`src/rtl/vnet_pkg.sv`:
```
package vnet_pkg;

   // Default geometry
   localparam int QUEUE_COUNT_DEF  = 2;
   localparam int QUEUE_MAX_DEF    = 64;
   localparam int WINDOW_BYTES_DEF = 512;

   // Field widths
   localparam int OFFSET_W = 9;
   localparam int AWIDTH_W = 3;
   localparam int DATA_W   = 32;
   localparam int MAC_W    = 48;
   localparam int ADDR_W   = 64;

   // Item kinds
   typedef enum logic [1:0] {
      REQ_READ  = 2'd0,
      REQ_WRITE = 2'd1,
      REQ_LINK  = 2'd2,
      REQ_DONE  = 2'd3
   } req_kind_type;

   // Register map
   localparam logic [OFFSET_W-1:0] OFF_MAGIC        = 9'h000;
   localparam logic [OFFSET_W-1:0] OFF_VERSION      = 9'h004;
   localparam logic [OFFSET_W-1:0] OFF_DEVICE_ID    = 9'h008;
   localparam logic [OFFSET_W-1:0] OFF_VENDOR_ID    = 9'h00c;
   localparam logic [OFFSET_W-1:0] OFF_DEV_FEAT     = 9'h010;
   localparam logic [OFFSET_W-1:0] OFF_DEV_FEAT_SEL = 9'h014;
   localparam logic [OFFSET_W-1:0] OFF_DRV_FEAT     = 9'h020;
   localparam logic [OFFSET_W-1:0] OFF_DRV_FEAT_SEL = 9'h024;
   localparam logic [OFFSET_W-1:0] OFF_QUEUE_SEL    = 9'h030;
   localparam logic [OFFSET_W-1:0] OFF_QUEUE_MAX    = 9'h034;
   localparam logic [OFFSET_W-1:0] OFF_QUEUE_NUM    = 9'h038;
   localparam logic [OFFSET_W-1:0] OFF_QUEUE_READY  = 9'h044;
   localparam logic [OFFSET_W-1:0] OFF_QUEUE_NOTIFY = 9'h050;
   localparam logic [OFFSET_W-1:0] OFF_INT_STATUS   = 9'h060;
   localparam logic [OFFSET_W-1:0] OFF_INT_ACK      = 9'h064;
   localparam logic [OFFSET_W-1:0] OFF_STATUS       = 9'h070;
   localparam logic [OFFSET_W-1:0] OFF_DESC_LO      = 9'h080;
   localparam logic [OFFSET_W-1:0] OFF_DESC_HI      = 9'h084;
   localparam logic [OFFSET_W-1:0] OFF_AVAIL_LO     = 9'h090;
   localparam logic [OFFSET_W-1:0] OFF_AVAIL_HI     = 9'h094;
   localparam logic [OFFSET_W-1:0] OFF_USED_LO      = 9'h0a0;
   localparam logic [OFFSET_W-1:0] OFF_USED_HI      = 9'h0a4;
   localparam logic [OFFSET_W-1:0] OFF_GENERATION   = 9'h0fc;
   localparam logic [OFFSET_W-1:0] CFG_BASE         = 9'h100;

   // Fixed register values
   localparam logic [DATA_W-1:0] MAGIC_VALUE     = 32'h7472_6976;
   localparam logic [DATA_W-1:0] VERSION_VALUE   = 32'd2;
   localparam logic [DATA_W-1:0] DEVICE_ID_VALUE = 32'd1;
   localparam logic [DATA_W-1:0] VENDOR_VALUE    = 32'h0050_5345;
   localparam logic [DATA_W-1:0] FEATURES_LO     = 32'h0001_0020;
   localparam logic [DATA_W-1:0] FEATURES_HI     = 32'h0000_0001;
   localparam int                STATUS_DRV_OK   = 2;
   localparam logic [MAC_W-1:0]  MAC_RESET       = 48'h0100_0034_5002;

   typedef struct packed {
      logic [1:0]          req_type;
      logic [OFFSET_W-1:0] offset;
      logic [AWIDTH_W-1:0] access_width;
      logic [DATA_W-1:0]   write_data;
      logic                link_up;
      logic                interrupt_suppressed;
   } req_item_type;

   typedef struct packed {
      logic [DATA_W-1:0] read_data;
      logic              irq_pending;
      logic              kick;
      logic              driver_ok;
   } rsp_item_type;

endpackage

```
`src/rtl/vnet_if.sv`:
```
interface vnet_req_if;
   import vnet_pkg::*;

   logic                valid;
   logic                ready;
   logic [1:0]          req_type;
   logic [OFFSET_W-1:0] offset;
   logic [AWIDTH_W-1:0] access_width;
   logic [DATA_W-1:0]   write_data;
   logic                link_up;
   logic                interrupt_suppressed;

   modport source (output valid, req_type, offset, access_width, write_data, link_up,
                   interrupt_suppressed, input ready);
   modport sink (input valid, req_type, offset, access_width, write_data, link_up,
                 interrupt_suppressed, output ready);
endinterface

interface vnet_rsp_if;
   import vnet_pkg::*;

   logic              valid;
   logic              ready;
   logic [DATA_W-1:0] read_data;
   logic              irq_pending;
   logic              kick;
   logic              driver_ok;

   modport source (output valid, read_data, irq_pending, kick, driver_ok, input ready);
   modport sink (input valid, read_data, irq_pending, kick, driver_ok, output ready);
endinterface

interface vnet_csr_if;
   import vnet_pkg::*;

   logic             valid;
   logic             ready;
   logic [MAC_W-1:0] mac_address;

   modport source (output valid, mac_address, input ready);
   modport sink (input valid, mac_address, output ready);
endinterface

```
`src/rtl/virtio_mmio_net_register_file.sv`:
```
// Register file of a virtio-mmio version 2 network device. Each item on the
// req_ channel is a bus read, a bus write, a link event or a ring completion;
// each gives exactly one item on the rsp_ channel with read data, the IRQ
// level, a kick pulse for the ring engine and the DRIVER_OK status bit. The
// block takes one item every clock cycle: an item sits in the input register
// while the register decode and update run, and its result is then held in
// the output register until the rsp_ channel takes it. Throughput drops only
// while rsp_ready holds a result back. The station MAC is written through the
// csr_ channel, which is always ready; it shows in config space at 0x100
// ahead of the link status word.
module virtio_mmio_net_register_file #(
   parameter int QUEUE_COUNT  = vnet_pkg::QUEUE_COUNT_DEF,
   parameter int QUEUE_MAX    = vnet_pkg::QUEUE_MAX_DEF,
   parameter int WINDOW_BYTES = vnet_pkg::WINDOW_BYTES_DEF
) (
   input logic       clock,
   input logic       reset,
   vnet_req_if.sink  req_chan,
   vnet_rsp_if.source rsp_chan,
   vnet_csr_if.sink  csr_chan
);
   import vnet_pkg::*;

   logic             in_valid_ff;
   req_item_type     in_item_ff;
   logic             out_valid_ff;
   rsp_item_type     out_item_ff;
   logic [MAC_W-1:0] mac_ff;
   rsp_item_type     result;
   logic             advance;
   logic             take;

   // Move the item on when the output register is free or being drained
   assign advance = in_valid_ff && (!out_valid_ff || rsp_chan.ready);
   assign take    = req_chan.valid && req_chan.ready;

   assign req_chan.ready = !in_valid_ff || advance;
   assign csr_chan.ready = 1'b1;

   // Input register
   always_ff @(posedge clock) begin
      if (reset) begin
         in_valid_ff <= 1'b0;
      end else if (take) begin
         in_valid_ff <= 1'b1;
      end else if (advance) begin
         in_valid_ff <= 1'b0;
      end
   end

   always_ff @(posedge clock) begin
      if (take) begin
         in_item_ff.req_type             <= req_chan.req_type;
         in_item_ff.offset               <= req_chan.offset;
         in_item_ff.access_width         <= req_chan.access_width;
         in_item_ff.write_data           <= req_chan.write_data;
         in_item_ff.link_up              <= req_chan.link_up;
         in_item_ff.interrupt_suppressed <= req_chan.interrupt_suppressed;
      end
   end

   // Station MAC
   always_ff @(posedge clock) begin
      if (reset) begin
         mac_ff <= MAC_RESET;
      end else if (csr_chan.valid) begin
         mac_ff <= csr_chan.mac_address;
      end
   end

   vnet_regs #(
      .QUEUE_COUNT  (QUEUE_COUNT),
      .QUEUE_MAX    (QUEUE_MAX),
      .WINDOW_BYTES (WINDOW_BYTES)
   ) u_regs (
      .clock  (clock),
      .reset  (reset),
      .fire   (advance),
      .item   (in_item_ff),
      .mac    (mac_ff),
      .result (result)
   );

   // Output register
   always_ff @(posedge clock) begin
      if (reset) begin
         out_valid_ff <= 1'b0;
      end else if (advance) begin
         out_valid_ff <= 1'b1;
      end else if (rsp_chan.ready) begin
         out_valid_ff <= 1'b0;
      end
   end

   always_ff @(posedge clock) begin
      if (advance) begin
         out_item_ff <= result;
      end
   end

   assign rsp_chan.valid       = out_valid_ff;
   assign rsp_chan.read_data   = out_item_ff.read_data;
   assign rsp_chan.irq_pending = out_item_ff.irq_pending;
   assign rsp_chan.kick        = out_item_ff.kick;
   assign rsp_chan.driver_ok   = out_item_ff.driver_ok;

endmodule

```
`src/rtl/vnet_regs.sv`:
```
module vnet_regs #(
   parameter int QUEUE_COUNT  = vnet_pkg::QUEUE_COUNT_DEF,
   parameter int QUEUE_MAX    = vnet_pkg::QUEUE_MAX_DEF,
   parameter int WINDOW_BYTES = vnet_pkg::WINDOW_BYTES_DEF
) (
   input  logic                         clock,
   input  logic                         reset,
   input  logic                         fire,
   input  vnet_pkg::req_item_type       item,
   input  logic [vnet_pkg::MAC_W-1:0]   mac,
   output vnet_pkg::rsp_item_type       result
);
   import vnet_pkg::*;

   localparam int QIDX_W  = (QUEUE_COUNT > 1) ? $clog2(QUEUE_COUNT) : 1;
   localparam int QSIZE_W = $clog2(QUEUE_MAX + 1);
   localparam int END_W   = 13;

   // Device state
   logic [QSIZE_W-1:0] qsize_ff  [QUEUE_COUNT];
   logic [QSIZE_W-1:0] qsize_in  [QUEUE_COUNT];
   logic               qready_ff [QUEUE_COUNT];
   logic               qready_in [QUEUE_COUNT];
   logic [ADDR_W-1:0]  desc_ff   [QUEUE_COUNT];
   logic [ADDR_W-1:0]  desc_in   [QUEUE_COUNT];
   logic [ADDR_W-1:0]  avail_ff  [QUEUE_COUNT];
   logic [ADDR_W-1:0]  avail_in  [QUEUE_COUNT];
   logic [ADDR_W-1:0]  used_ff   [QUEUE_COUNT];
   logic [ADDR_W-1:0]  used_in   [QUEUE_COUNT];
   logic [DATA_W-1:0]  dev_sel_ff, dev_sel_in;
   logic [DATA_W-1:0]  drv_sel_ff, drv_sel_in;
   logic [DATA_W-1:0]  drv_feat_ff [2];
   logic [DATA_W-1:0]  drv_feat_in [2];
   logic [DATA_W-1:0]  qsel_ff, qsel_in;
   logic [DATA_W-1:0]  status_ff, status_in;
   logic [1:0]         ibits_ff, ibits_in;
   logic [DATA_W-1:0]  gen_ff, gen_in;
   logic               link_ff, link_in;

   // Decode
   logic [END_W-1:0]   win_end;
   logic               in_range;
   logic               is_cfg;
   logic               reg_access;
   logic               qv;
   logic [QIDX_W-1:0]  qidx;
   logic [7:0]         cfg_pos;
   logic               cfg_fits;
   logic [63:0]        cfg_word;
   logic [63:0]        cfg_shift;
   logic [DATA_W-1:0]  cfg_mask;
   logic [DATA_W-1:0]  reg_rd;
   logic [DATA_W-1:0]  rd;
   logic               kick;

   assign win_end    = END_W'(item.offset) + END_W'(item.access_width);
   assign in_range   = (item.access_width >= 3'd1) && (item.access_width <= 3'd4) &&
                       (win_end <= END_W'(WINDOW_BYTES));
   assign is_cfg     = (item.offset >= CFG_BASE);
   assign reg_access = in_range && !is_cfg && (item.access_width == 3'd4);
   assign qv         = (qsel_ff < DATA_W'(QUEUE_COUNT));
   assign qidx       = qv ? qsel_ff[QIDX_W-1:0] : '0;

   // Config space: six MAC bytes, then the link status word
   assign cfg_pos   = item.offset[7:0] - CFG_BASE[7:0];
   assign cfg_fits  = (cfg_pos < 8'd8) &&
                      ((9'(cfg_pos) + 9'(item.access_width)) <= 9'd8);
   assign cfg_word  = {8'h00, 7'b0, link_ff, mac};
   assign cfg_shift = cfg_word >> {cfg_pos[2:0], 3'b000};

   always_comb begin
      case (item.access_width)
         3'd1:    cfg_mask = 32'h0000_00ff;
         3'd2:    cfg_mask = 32'h0000_ffff;
         3'd3:    cfg_mask = 32'h00ff_ffff;
         default: cfg_mask = 32'hffff_ffff;
      endcase
   end

   // Register read mux
   always_comb begin
      case (item.offset)
         OFF_MAGIC:       reg_rd = MAGIC_VALUE;
         OFF_VERSION:     reg_rd = VERSION_VALUE;
         OFF_DEVICE_ID:   reg_rd = DEVICE_ID_VALUE;
         OFF_VENDOR_ID:   reg_rd = VENDOR_VALUE;
         OFF_DEV_FEAT: begin
            if (dev_sel_ff == 32'd0) begin
               reg_rd = FEATURES_LO;
            end else if (dev_sel_ff == 32'd1) begin
               reg_rd = FEATURES_HI;
            end else begin
               reg_rd = '0;
            end
         end
         OFF_QUEUE_MAX:   reg_rd = qv ? DATA_W'(QUEUE_MAX) : '0;
         OFF_QUEUE_READY: reg_rd = qv ? DATA_W'(qready_ff[qidx]) : '0;
         OFF_INT_STATUS:  reg_rd = DATA_W'(ibits_ff);
         OFF_STATUS:      reg_rd = status_ff;
         OFF_GENERATION:  reg_rd = gen_ff;
         default:         reg_rd = '0;
      endcase
   end

   always_comb begin
      rd = '0;
      if (item.req_type == REQ_READ && in_range) begin
         if (is_cfg) begin
            rd = cfg_fits ? (cfg_shift[DATA_W-1:0] & cfg_mask) : '0;
         end else if (item.access_width == 3'd4) begin
            rd = reg_rd;
         end
      end
   end

   // Next state for the item in hand
   always_comb begin
      qsize_in    = qsize_ff;
      qready_in   = qready_ff;
      desc_in     = desc_ff;
      avail_in    = avail_ff;
      used_in     = used_ff;
      dev_sel_in  = dev_sel_ff;
      drv_sel_in  = drv_sel_ff;
      drv_feat_in = drv_feat_ff;
      qsel_in     = qsel_ff;
      status_in   = status_ff;
      ibits_in    = ibits_ff;
      gen_in      = gen_ff;
      link_in     = link_ff;
      kick        = 1'b0;

      case (item.req_type)
         REQ_WRITE: begin
            if (reg_access) begin
               case (item.offset)
                  OFF_DEV_FEAT_SEL: dev_sel_in = item.write_data;
                  OFF_DRV_FEAT_SEL: drv_sel_in = item.write_data;
                  OFF_DRV_FEAT: begin
                     if (drv_sel_ff < 32'd2) begin
                        drv_feat_in[drv_sel_ff[0]] = item.write_data;
                     end
                  end
                  OFF_QUEUE_SEL: qsel_in = item.write_data;
                  OFF_QUEUE_NUM: begin
                     if (qv && item.write_data <= DATA_W'(QUEUE_MAX)) begin
                        qsize_in[qidx] = item.write_data[QSIZE_W-1:0];
                     end
                  end
                  OFF_QUEUE_READY: if (qv) qready_in[qidx] = item.write_data[0];
                  OFF_DESC_LO:  if (qv) desc_in[qidx][31:0]   = item.write_data;
                  OFF_DESC_HI:  if (qv) desc_in[qidx][63:32]  = item.write_data;
                  OFF_AVAIL_LO: if (qv) avail_in[qidx][31:0]  = item.write_data;
                  OFF_AVAIL_HI: if (qv) avail_in[qidx][63:32] = item.write_data;
                  OFF_USED_LO:  if (qv) used_in[qidx][31:0]   = item.write_data;
                  OFF_USED_HI:  if (qv) used_in[qidx][63:32]  = item.write_data;
                  OFF_QUEUE_NOTIFY: kick = (item.write_data < DATA_W'(QUEUE_COUNT));
                  OFF_INT_ACK: ibits_in = ibits_ff & ~item.write_data[1:0];
                  OFF_STATUS: begin
                     kick = item.write_data[STATUS_DRV_OK];
                     if (item.write_data == '0) begin
                        // Device reset: keep generation and link
                        for (int q = 0; q < QUEUE_COUNT; q++) begin
                           qsize_in[q]  = '0;
                           qready_in[q] = 1'b0;
                           desc_in[q]   = '0;
                           avail_in[q]  = '0;
                           used_in[q]   = '0;
                        end
                        drv_feat_in[0] = '0;
                        drv_feat_in[1] = '0;
                        dev_sel_in     = '0;
                        drv_sel_in     = '0;
                        qsel_in        = '0;
                        status_in      = '0;
                        ibits_in       = '0;
                     end else begin
                        status_in = item.write_data;
                     end
                  end
                  default: ;
               endcase
            end
         end
         REQ_LINK: begin
            if (item.link_up != link_ff) begin
               link_in     = item.link_up;
               gen_in      = gen_ff + 32'd1;
               ibits_in[1] = 1'b1;
            end
         end
         REQ_DONE: begin
            if (!item.interrupt_suppressed) begin
               ibits_in[0] = 1'b1;
            end
         end
         default: ;
      endcase
   end

   assign result.read_data   = rd;
   assign result.irq_pending = (ibits_in != 2'b00);
   assign result.kick        = kick;
   assign result.driver_ok   = status_in[STATUS_DRV_OK];

   // Commit state when the item leaves the input stage
   always_ff @(posedge clock) begin
      if (reset) begin
         for (int q = 0; q < QUEUE_COUNT; q++) begin
            qsize_ff[q]  <= '0;
            qready_ff[q] <= 1'b0;
            desc_ff[q]   <= '0;
            avail_ff[q]  <= '0;
            used_ff[q]   <= '0;
         end
         dev_sel_ff     <= '0;
         drv_sel_ff     <= '0;
         drv_feat_ff[0] <= '0;
         drv_feat_ff[1] <= '0;
         qsel_ff        <= '0;
         status_ff      <= '0;
         ibits_ff       <= '0;
         gen_ff         <= '0;
         link_ff        <= 1'b0;
      end else if (fire) begin
         qsize_ff    <= qsize_in;
         qready_ff   <= qready_in;
         desc_ff     <= desc_in;
         avail_ff    <= avail_in;
         used_ff     <= used_in;
         dev_sel_ff  <= dev_sel_in;
         drv_sel_ff  <= drv_sel_in;
         drv_feat_ff <= drv_feat_in;
         qsel_ff     <= qsel_in;
         status_ff   <= status_in;
         ibits_ff    <= ibits_in;
         gen_ff      <= gen_in;
         link_ff     <= link_in;
      end
   end

   // Queue sizes never exceed the advertised maximum
   for (genvar q = 0; q < QUEUE_COUNT; q++) begin : g_qchk
      a_qsize_max: assert property (@(posedge clock) disable iff (reset)
         qsize_ff[q] <= QSIZE_W'(QUEUE_MAX))
         else $error("queue size above maximum");

      // A status write of zero clears every ring address
      a_status_clear: assert property (@(posedge clock) disable iff (reset)
         fire && item.req_type == REQ_WRITE && item.offset == OFF_STATUS &&
         item.access_width == 3'd4 && item.write_data == '0
         |=> desc_ff[q] == '0 && avail_ff[q] == '0 && used_ff[q] == '0 &&
             !qready_ff[q] && status_ff == '0 && qsel_ff == '0)
         else $error("device reset left queue state");
   end

   // A link change bumps the generation and raises the config interrupt
   a_link_gen: assert property (@(posedge clock) disable iff (reset)
      fire && item.req_type == REQ_LINK && item.link_up != link_ff
      |=> gen_ff == $past(gen_ff) + 32'd1 && ibits_ff[1])
      else $error("link change not recorded");

   // State holds while no item commits
   a_hold: assert property (@(posedge clock) disable iff (reset)
      !fire |=> $stable(gen_ff) && $stable(ibits_ff) && $stable(status_ff))
      else $error("state changed without an item");

endmodule

```
`src/flat_wrapper.sv`:
```
// flat-port wrapper written by rule: the top's interface ports become plain ports
module virtio_mmio_net_register_file_flat import vnet_pkg::*;
#(
   parameter int QUEUE_COUNT  = vnet_pkg::QUEUE_COUNT_DEF,
   parameter int QUEUE_MAX    = vnet_pkg::QUEUE_MAX_DEF,
   parameter int WINDOW_BYTES = vnet_pkg::WINDOW_BYTES_DEF
)
  (clock, reset, req_chan_valid, req_chan_req_type, req_chan_offset, req_chan_access_width, req_chan_write_data, req_chan_link_up, req_chan_interrupt_suppressed, req_chan_ready, rsp_chan_valid, rsp_chan_read_data, rsp_chan_irq_pending, rsp_chan_kick, rsp_chan_driver_ok, rsp_chan_ready, csr_chan_valid, csr_chan_mac_address, csr_chan_ready);
  vnet_req_if req_chan_i ();
  vnet_rsp_if rsp_chan_i ();
  vnet_csr_if csr_chan_i ();
  input logic clock;
  input logic reset;
  input wire logic [$bits(req_chan_i.valid)-1:0] req_chan_valid;
  input wire logic [$bits(req_chan_i.req_type)-1:0] req_chan_req_type;
  input wire logic [$bits(req_chan_i.offset)-1:0] req_chan_offset;
  input wire logic [$bits(req_chan_i.access_width)-1:0] req_chan_access_width;
  input wire logic [$bits(req_chan_i.write_data)-1:0] req_chan_write_data;
  input wire logic [$bits(req_chan_i.link_up)-1:0] req_chan_link_up;
  input wire logic [$bits(req_chan_i.interrupt_suppressed)-1:0] req_chan_interrupt_suppressed;
  output wire logic [$bits(req_chan_i.ready)-1:0] req_chan_ready;
  output wire logic [$bits(rsp_chan_i.valid)-1:0] rsp_chan_valid;
  output wire logic [$bits(rsp_chan_i.read_data)-1:0] rsp_chan_read_data;
  output wire logic [$bits(rsp_chan_i.irq_pending)-1:0] rsp_chan_irq_pending;
  output wire logic [$bits(rsp_chan_i.kick)-1:0] rsp_chan_kick;
  output wire logic [$bits(rsp_chan_i.driver_ok)-1:0] rsp_chan_driver_ok;
  input wire logic [$bits(rsp_chan_i.ready)-1:0] rsp_chan_ready;
  input wire logic [$bits(csr_chan_i.valid)-1:0] csr_chan_valid;
  input wire logic [$bits(csr_chan_i.mac_address)-1:0] csr_chan_mac_address;
  output wire logic [$bits(csr_chan_i.ready)-1:0] csr_chan_ready;
  assign req_chan_i.valid = req_chan_valid;
  assign req_chan_i.req_type = req_chan_req_type;
  assign req_chan_i.offset = req_chan_offset;
  assign req_chan_i.access_width = req_chan_access_width;
  assign req_chan_i.write_data = req_chan_write_data;
  assign req_chan_i.link_up = req_chan_link_up;
  assign req_chan_i.interrupt_suppressed = req_chan_interrupt_suppressed;
  assign req_chan_ready = req_chan_i.ready;
  assign rsp_chan_valid = rsp_chan_i.valid;
  assign rsp_chan_read_data = rsp_chan_i.read_data;
  assign rsp_chan_irq_pending = rsp_chan_i.irq_pending;
  assign rsp_chan_kick = rsp_chan_i.kick;
  assign rsp_chan_driver_ok = rsp_chan_i.driver_ok;
  assign rsp_chan_i.ready = rsp_chan_ready;
  assign csr_chan_i.valid = csr_chan_valid;
  assign csr_chan_i.mac_address = csr_chan_mac_address;
  assign csr_chan_ready = csr_chan_i.ready;
  virtio_mmio_net_register_file #(.QUEUE_COUNT(QUEUE_COUNT), .QUEUE_MAX(QUEUE_MAX), .WINDOW_BYTES(WINDOW_BYTES)) u_core (.clock(clock), .reset(reset), .req_chan(req_chan_i), .rsp_chan(rsp_chan_i), .csr_chan(csr_chan_i));
endmodule
```
`config.mk`:
```
export PLATFORM = sky130hd
export DESIGN_NAME = virtio_mmio_net_register_file_flat
export DESIGN_NICKNAME = d
export VERILOG_FILES = /design/src/rtl/vnet_pkg.sv /design/src/rtl/vnet_if.sv /design/src/rtl/virtio_mmio_net_register_file.sv /design/src/rtl/vnet_regs.sv /design/src/flat_wrapper.sv
export SDC_FILE = /design/constraint.sdc
export NUM_CORES = 1
export LEC_CHECK = 0
export ABC_AREA = 1
export ABC_CLOCK_PERIOD_IN_PS = 4200
export BUFFER_PORTS_ARGS = -buffer_cell sky130_fd_sc_hd__buf_2
export CORE_MARGIN = 2
export CORE_UTILIZATION = 45
export DETAILED_ROUTE_END_ITERATION = 10
export HOLD_SLACK_MARGIN = 0.05
export PLACE_DENSITY = 0.72
export SYNTH_ARGS = -nofsm -noshare
export SYNTH_HDL_FRONTEND = slang
export SYNTH_SLANG_ARGS = --single-unit
```
`constraint.sdc`:
```
create_clock -name clock -period 4.2 [get_ports clock]
set_clock_uncertainty 0.15 [all_clocks]
set_input_delay 0.42 -clock clock [delete_from_list [all_inputs] [get_ports clock]]
set_output_delay 0.42 -clock clock [all_outputs]
set_load 0.01 [all_outputs]
```
==> flow_summary.toml, run 1 <==
[final_layout]
seqCellArea_sq_mm = 0.006156
finalInstanceArea_sq_mm = 0.01577
diodes = 0
synthToLayoutAreaGrowth_pct = 22.36
multi_input_area_sq_mm = 0.005679
n_fill_cell = 2612
nNetsFinal = 2053
final_layout_size_suffix_gt1_share_pct = 11.34
utilization_pct = 56.30

[sta]
final.setup.tns_ps = 0
finalWorstSetupSlack_ps = 967.0
tightest_slew_ps = 1115
fmax_ghz = 0.3093
setup_viol = 0
rsz0062_at_grt = "no"
fin_crit_sh_pct = 76.98
relSlewSlack_pct = 25.69
period_needed_ps = 3233
drv_slew = 0
final_hold_viol_count = 0

[detailed_routing]
antenna_left = 0
routed_wl_um = 39440
first_iter_violations = 1456
firstDrtPassIters = 5
dr_total_vias = 12650
viasPerCell = 5.396
drc = 0
wl_per_cell_um = 16.83

[clock_tree]
cts_tree = "built"
cts.path.max_buffers = 3
numCtsBuffers = 29
path_clk_slew_ps = 60
post_cts_buffers = 0
cts.sinks = 266
cts_htree_levels = 1
clk_root_buffer_cell = "clkbuf_16"
cts-resized-gates = 0
insertion_delay_ps = 570

[critical_path]
timing.rr.start = "u_core.in_item_ff[39]"
cp-start-kind = "flop"
path_class = "reg2reg"
cp_max_fo = 32
worstRegToRegCells = 10
slowest_delay_ps = 610
worstPathRequired_ps = 4540
r2r_slack_ps = 970
r2r_end = "u_core.u_regs.qsel_ff[17]"
crit_top_cell = "nand2_1"
cp_slowest_cell = "edfxtp_1"
endpoint_kind = "flop"
cp.arrival_ps = 3580
crit_chain = "inv_1, nand4_1, nor2_1, nand2_1, inv_1, o21ai_1, nand2_1, buf_4, nand2_1, a21oi_1"

[place]
portBuffers = 137
gp_congestion = 0.9982
post-place-ws_ps = 1046
hpwl_um = 27690
postPlaceCellArea_sq_mm = 0.01381

[min_path]
holdCritStartpoint = "csr_chan_mac_address[36]"
holdPathEnd = "u_core.mac_ff[36]"
holdCritPathClass = "in2reg"
min_path_cells = 3

[pwr]
leakage_nw = 6.308
vdd_ir_drop_max_uv = 276.6
power.density_mw_per_mm2 = 370.6
power_mw = 5.844

[synth]
yosysSeqAreaShare_pct = 47.76
synth_edf_count = 83
syn-num-nets = 1855
syn_area_sq_mm = 0.01289
ys_seq_elements = 266
ys_warn_count = 0
synth_cells = 1745
async_flop_share_pct = 0
avgSynthCellArea_sq_um = 7.386
synth_cell_type_count = 44
synth_ff_type = "dfxtp_1"

[floorplanning]
die_area_sq_mm = 0.03001
die_w_um = 173.2
num_rows = 61
initial_core_util_pct = 46.01
floorplan.core_area_sq_mm = 0.02801
die_height_um = 173.2
pin_count = 139

[global_route]
grt_usage_pct = 25.38
grt_pass1_vias = 11810
antenna_found_initial = 0
gr-total-overflow = 0
grt_first_pass_wirelength_um = 61700
grt_max_degree = 73

[flow_run]
cap_violations = 0

[run_status]
status = "finished, final reports clean"
[power breakdown]
group / leakage [nW] / internal (mW) / switching, mW
sequential: 2.32 / 2.73 / 0.0636
clock: 0.492 / 1.54 / 1.06
combinational: 3.50 / 0.180 / 0.280
total: 6.31 / 4.45 / 1.40
[layout make-up]
class,instances,share of cell area (%)
clock buffers,46,5.712
clock inverters,8,0.5474
inverters,181,4.316
multi-input cells,1213,36.01
flip-flops and latches,266,39.04
well taps,378,2.999
repair buffers,252,11.38
[cell usage after synthesis (2+ instances only)]
cell       number  area share, %
nand2_1       417             12
nor2_1        260            7.6
dfxtp_1       183             28
inv_1         171            5.0
a21oi_1       161            6.3
o21ai_0       136            5.3
edfxtp_1       83             19
clkbuf_1       70            2.0
nand3_1        63            2.4
nor3_1         32            1.2
a211oi_1       30            1.7
nand4_1        22            1.1
xor2_1         19            1.3
o221ai_1       13           0.88
ha_1            8           0.78
inv_2           8           0.23
o211ai_1        8           0.47
buf_2           7           0.27
o2111ai_1       6           0.41
o22ai_1         6           0.29
buf_4           4           0.23
buf_6           4           0.35
nor4_1          4           0.19
mux2i_1         3           0.23
nand2_2         3           0.15
nor2_2          3           0.15
nand3b_1        2           0.12
nor3b_1         2           0.12
o21bai_1        2           0.12
[stage by stage]
step                      hold WS (ps)  instances
after floorplan                  273.6       1745
after global placement           291.8       2193
after detailed placement         294.7       2193
after CTS                        98.57       2344
after global routing             114.2       2344
final                            110.4       2344
[logic make-up after synthesis]
| group | count (synthesis) | share of synthesized area (%) |
|---|---|---|
| other | 1 | 0.02910 |
| multiplexers | 3 | 0.2330 |
| AND/OR/NAND/NOR | 813 | 25.72 |
| XOR/XNOR | 20 | 1.359 |
| AO/OA/AOI/OAI | 367 | 15.79 |
| flip-flops | 266 | 47.76 |
| buffers and inverters | 266 | 8.174 |
| adder cells (fa/ha/maj) | 9 | 0.9320 |
[repair_timing]
action | in CTS | in global routing
setup endpoints to repair | 0 | 0
hold endpoints to repair | 97 | 0
hold buffers | 97 | 0
[state kept, by name, summed over array words and instances, names as in the netlist]
signal,count
u_core.in_item_ff,48
u_core.in_valid_ff,1
u_core.mac_ff,48
u_core.rsp_chan.driver_ok,1
u_core.rsp_chan.irq_pending,1
u_core.rsp_chan.kick,1
u_core.rsp_chan.read_data,32
u_core.rsp_chan.valid,1
u_core.u_regs.dev_sel_ff,32
u_core.u_regs.gen_ff,32
u_core.u_regs.ibits_ff,2
u_core.u_regs.link_ff,1
u_core.u_regs.qready_ff,2
u_core.u_regs.qsel_ff,32
u_core.u_regs.status_ff,32
[cells in the final DEF (no fill, tap or decap), types with 3 or more instances in the layout]
master,n
nand2_1,417
nor2_1,260
dfxtp_1,183
inv_1,170
a21oi_1,161
o21ai_0,136
buf_2,136
dlygate4sd3_1,97
edfxtp_1,83
nand3_1,63
nor3_1,32
a211oi_1,30
clkbuf_16,30
nand4_1,22
xor2_1,19
buf_4,19
o221ai_1,13
inv_2,9
clkbuf_8,9
o211ai_1,8
ha_1,8
clkbuf_1,7
o2111ai_1,6
o22ai_1,6
clkinv_2,4
nor4_1,4
nand2_2,3
nor2_2,3
mux2i_1,3
[routing by layer]
metal | routed length, um | global-route usage [%]
met1 | 17480 | 35.73
met2 | 17420 | 39.68
met3 | 3258 | 4.211
met4 | 1284 | 8.545
met5 | 0 | 0
[worst max-delay path by stage]
stage	slack (ps)	from	end	cells past startpoint
3_5_place_dp	1050	u_core.in_item_ff[39]	u_core.u_regs.qsel_ff[17]	10
3_3_place_gp	1140	u_core.in_item_ff[39]	u_core.u_regs.qsel_ff[24]	10
5_1_grt	650	u_core.in_item_ff[39]	u_core.u_regs.qsel_ff[25]	10
2_1_floorplan	1710	rsp_chan_ready	u_core.u_regs.gen_ff[17]	9
4_1_cts	1050	u_core.in_item_ff[39]	u_core.u_regs.qsel_ff[25]	10
6_report	970	u_core.in_item_ff[39]	u_core.u_regs.qsel_ff[17]	10
[critical path: cells and delay by family (launching register included)]
kind                   cells  cell delay [ps]
buffers and inverters      3             1030
DFF                        1              610
and+or+nand+nor            5             1100
AOI/OAI and AO/OA          2              250
Note: power is estimated with default switching activity, not from simulation.
==> run 2: changes to the inputs <==
--- a/config.mk
+++ b/config.mk
@@ -6,13 +6,13 @@
 export NUM_CORES = 1
 export LEC_CHECK = 0
 export ABC_AREA = 1
-export ABC_CLOCK_PERIOD_IN_PS = 4200
+export ABC_CLOCK_PERIOD_IN_PS = 2600
 export BUFFER_PORTS_ARGS = -buffer_cell sky130_fd_sc_hd__buf_2
 export CORE_MARGIN = 2
 export CORE_UTILIZATION = 45
 export DETAILED_ROUTE_END_ITERATION = 10
 export HOLD_SLACK_MARGIN = 0.05
-export PLACE_DENSITY = 0.72
+export PLACE_DENSITY = 0.74
 export SYNTH_ARGS = -nofsm -noshare
 export SYNTH_HDL_FRONTEND = slang
 export SYNTH_SLANG_ARGS = --single-unit
==> constraint.sdc (replaced) <==
create_clock -name clock -period 2.6 [get_ports clock]
set_clock_uncertainty 0.15 [all_clocks]
set_input_delay 0.26 -clock clock [delete_from_list [all_inputs] [get_ports clock]]
set_output_delay 0.26 -clock clock [all_outputs]
set_load 0.01 [all_outputs]
==> flow_summary.toml, run 2 (synthesis gave the netlist of run 1 again) <==
[place]
portBuffers = 137
gp_congestion = 0.9515
placed_cells = 2217
hpwl_um = 27830
post-place-ws_ps = -246.9

[floorplanning]
die_height_um = 173.2
floorplan.core_area_sq_mm = 0.02801
num_rows = 61
die_area_sq_mm = 0.03001
pin_count = 139
initial_core_util_pct = 46.01
die_w_um = 173.2

[global_route]
grt_usage_pct = 25.64
grt_first_pass_wirelength_um = 62070
gr-total-overflow = 0
grt_pass1_vias = 11660
antenna_found_initial = 0
grt_max_degree = 126

[sta]
fin_crit_sh_pct = 94.87
relSlewSlack_pct = 62.58
drv_slew = 0
fmax_ghz = 0.4054
final_hold_viol_count = 0
tightest_slew_ps = 555.5
period_needed_ps = 2467
finalWorstSetupSlack_ps = 133.4
setup_viol = 0
finalHoldWorstSlack_ps = 85.96
rsz0062_at_grt = "yes"
final.setup.tns_ps = 0

[critical_path]
worstRegToRegCells = 10
cp-endpoint = "u_core.rsp_chan.read_data[4]"
timing.rr.start = "u_core.in_item_ff[37]"
cp_max_fo = 12
cp.arrival_ps = 2710
slowest_delay_ps = 430
crit_chain = "ha_2, fa_1, nor2_1, o21ai_2, nor4_2, nand2_1, nand2_2, nand3_4, clkbuf_16, a21oi_1"
cp_slowest_cell = "fa_1"
path_class = "reg2reg"
r2r_slack_ps = 130
endpoint_kind = "flop"
cp-start-kind = "flop"
r2r_end = "u_core.rsp_chan.read_data[4]"
worstSetupStartpoint = "u_core.in_item_ff[37]"
worstPathRequired_ps = 2840

[clock_tree]
cts_tree = "built"
clk_root_buffer_cell = "clkbuf_16"
cts.path.max_buffers = 3
cts_htree_levels = 1
insertion_delay_ps = 550
path_clk_slew_ps = 60
cts.sinks = 266
numCtsBuffers = 29

[final_layout]
final_cell_mix = "416 x nand2_1, 259 x nor2_1, 183 x dfxtp_1"
reg_top3 = "u_core.in_item_ff (48), u_core.mac_ff (48)"
multi_input_area_sq_mm = 0.005761
seqCellArea_sq_mm = 0.006156
finalNonFillerCells = 2377
final_layout_size_suffix_gt1_share_pct = 13.36
synthToLayoutAreaGrowth_pct = 25.47
final_common_cell = "nand2_1"
nNetsFinal = 2087
diodes = 0
n_fill_cell = 2577

[detailed_routing]
firstDrtPassIters = 6
antenna_left = 0
wl_per_cell_um = 16.76
dr_total_vias = 12720
routed_wl_um = 39830
first_iter_violations = 1333
drc = 0
viasPerCell = 5.349

[pwr]
leakage_nw = 6.488
power.density_mw_per_mm2 = 573.5
vdd_ir_drop_max_uv = 489.3

[flow_run]
cap_violations = 0

[min_path]
holdCritPathClass = "in2reg"

[run_status]
status = "finished, final reports clean"
[run 2: how the worst min path moves through the flow]
stage / end / slack (ps) / cells past startpoint / startpoint
2_1_floorplan: u_core.in_item_ff[0] / 210 / 0 / req_chan_interrupt_suppressed
3_3_place_gp: u_core.u_regs.status_ff[0] / 280 / 2 / u_core.u_regs.status_ff[0]
3_5_place_dp: u_core.in_item_ff[0] / 290 / 1 / req_chan_interrupt_suppressed
4_1_cts: u_core.mac_ff[1] / 60 / 3 / csr_chan_valid
5_1_grt: u_core.mac_ff[1] / 100 / 3 / csr_chan_valid
6_report: u_core.mac_ff[1] / 90 / 3 / csr_chan_valid
[run 2: cell type report]
class / instances / area share, %
inverters: 181 / 4.224
well taps: 378 / 2.925
flip-flops and latches: 266 / 38.07
repair buffers: 286 / 13.56
clock buffers: 35 / 4.689
multi-input cells: 1213 / 35.62
clock inverters: 18 / 0.9207
[run 2: what timing repair did]
action	CTS	global route
setup buffers	0	4
hold endpoints to repair	98	0
resized for setup	3	22
hold buffers	102	0
gates cloned	0	1
endpoints found under the setup margin	7	66
pin swaps	0	4
[run 2: metrics by stage]
stage          total power [mW]  utilization [%]  cell area (sq um)
2_1_floorplan             4.939                -              12890
4_1_cts                   9.286            57.25              16040
6_report                  9.275            57.73              16170
3_5_place_dp              5.230            50.31              14090
3_3_place_gp              5.225            50.31              14090
5_1_grt                   9.594            57.73              16170
[run 2: worst max-delay path: cells and delay by family, from the launching register on]
| kind | cells | cell delay, ps |
|---|---|---|
| flops | 1 | 420 |
| fa+ha+maj | 2 | 640 |
| compound gates | 2 | 200 |
| buf+inv | 1 | 200 |
| simple gates | 5 | 710 |
[run 2: routing by layer]
metal | track usage (%) | share of wire (%) | up-vias
met2 | 40.48 | 45 | 540
met3 | 2.785 | 7.3 | 93
met1 | 36.37 | 44 | 5881
li1 | - | - | 6201
met4 | 9.569 | 3.8 | 0
met5 | 0 | 0 | -
[run 2: where the power goes]
part           switching (mW)  total [mW]  internal [mW]
sequential             0.0979        4.50           4.40
combinational           0.476       0.805          0.329
clock                    1.69        3.97           2.28
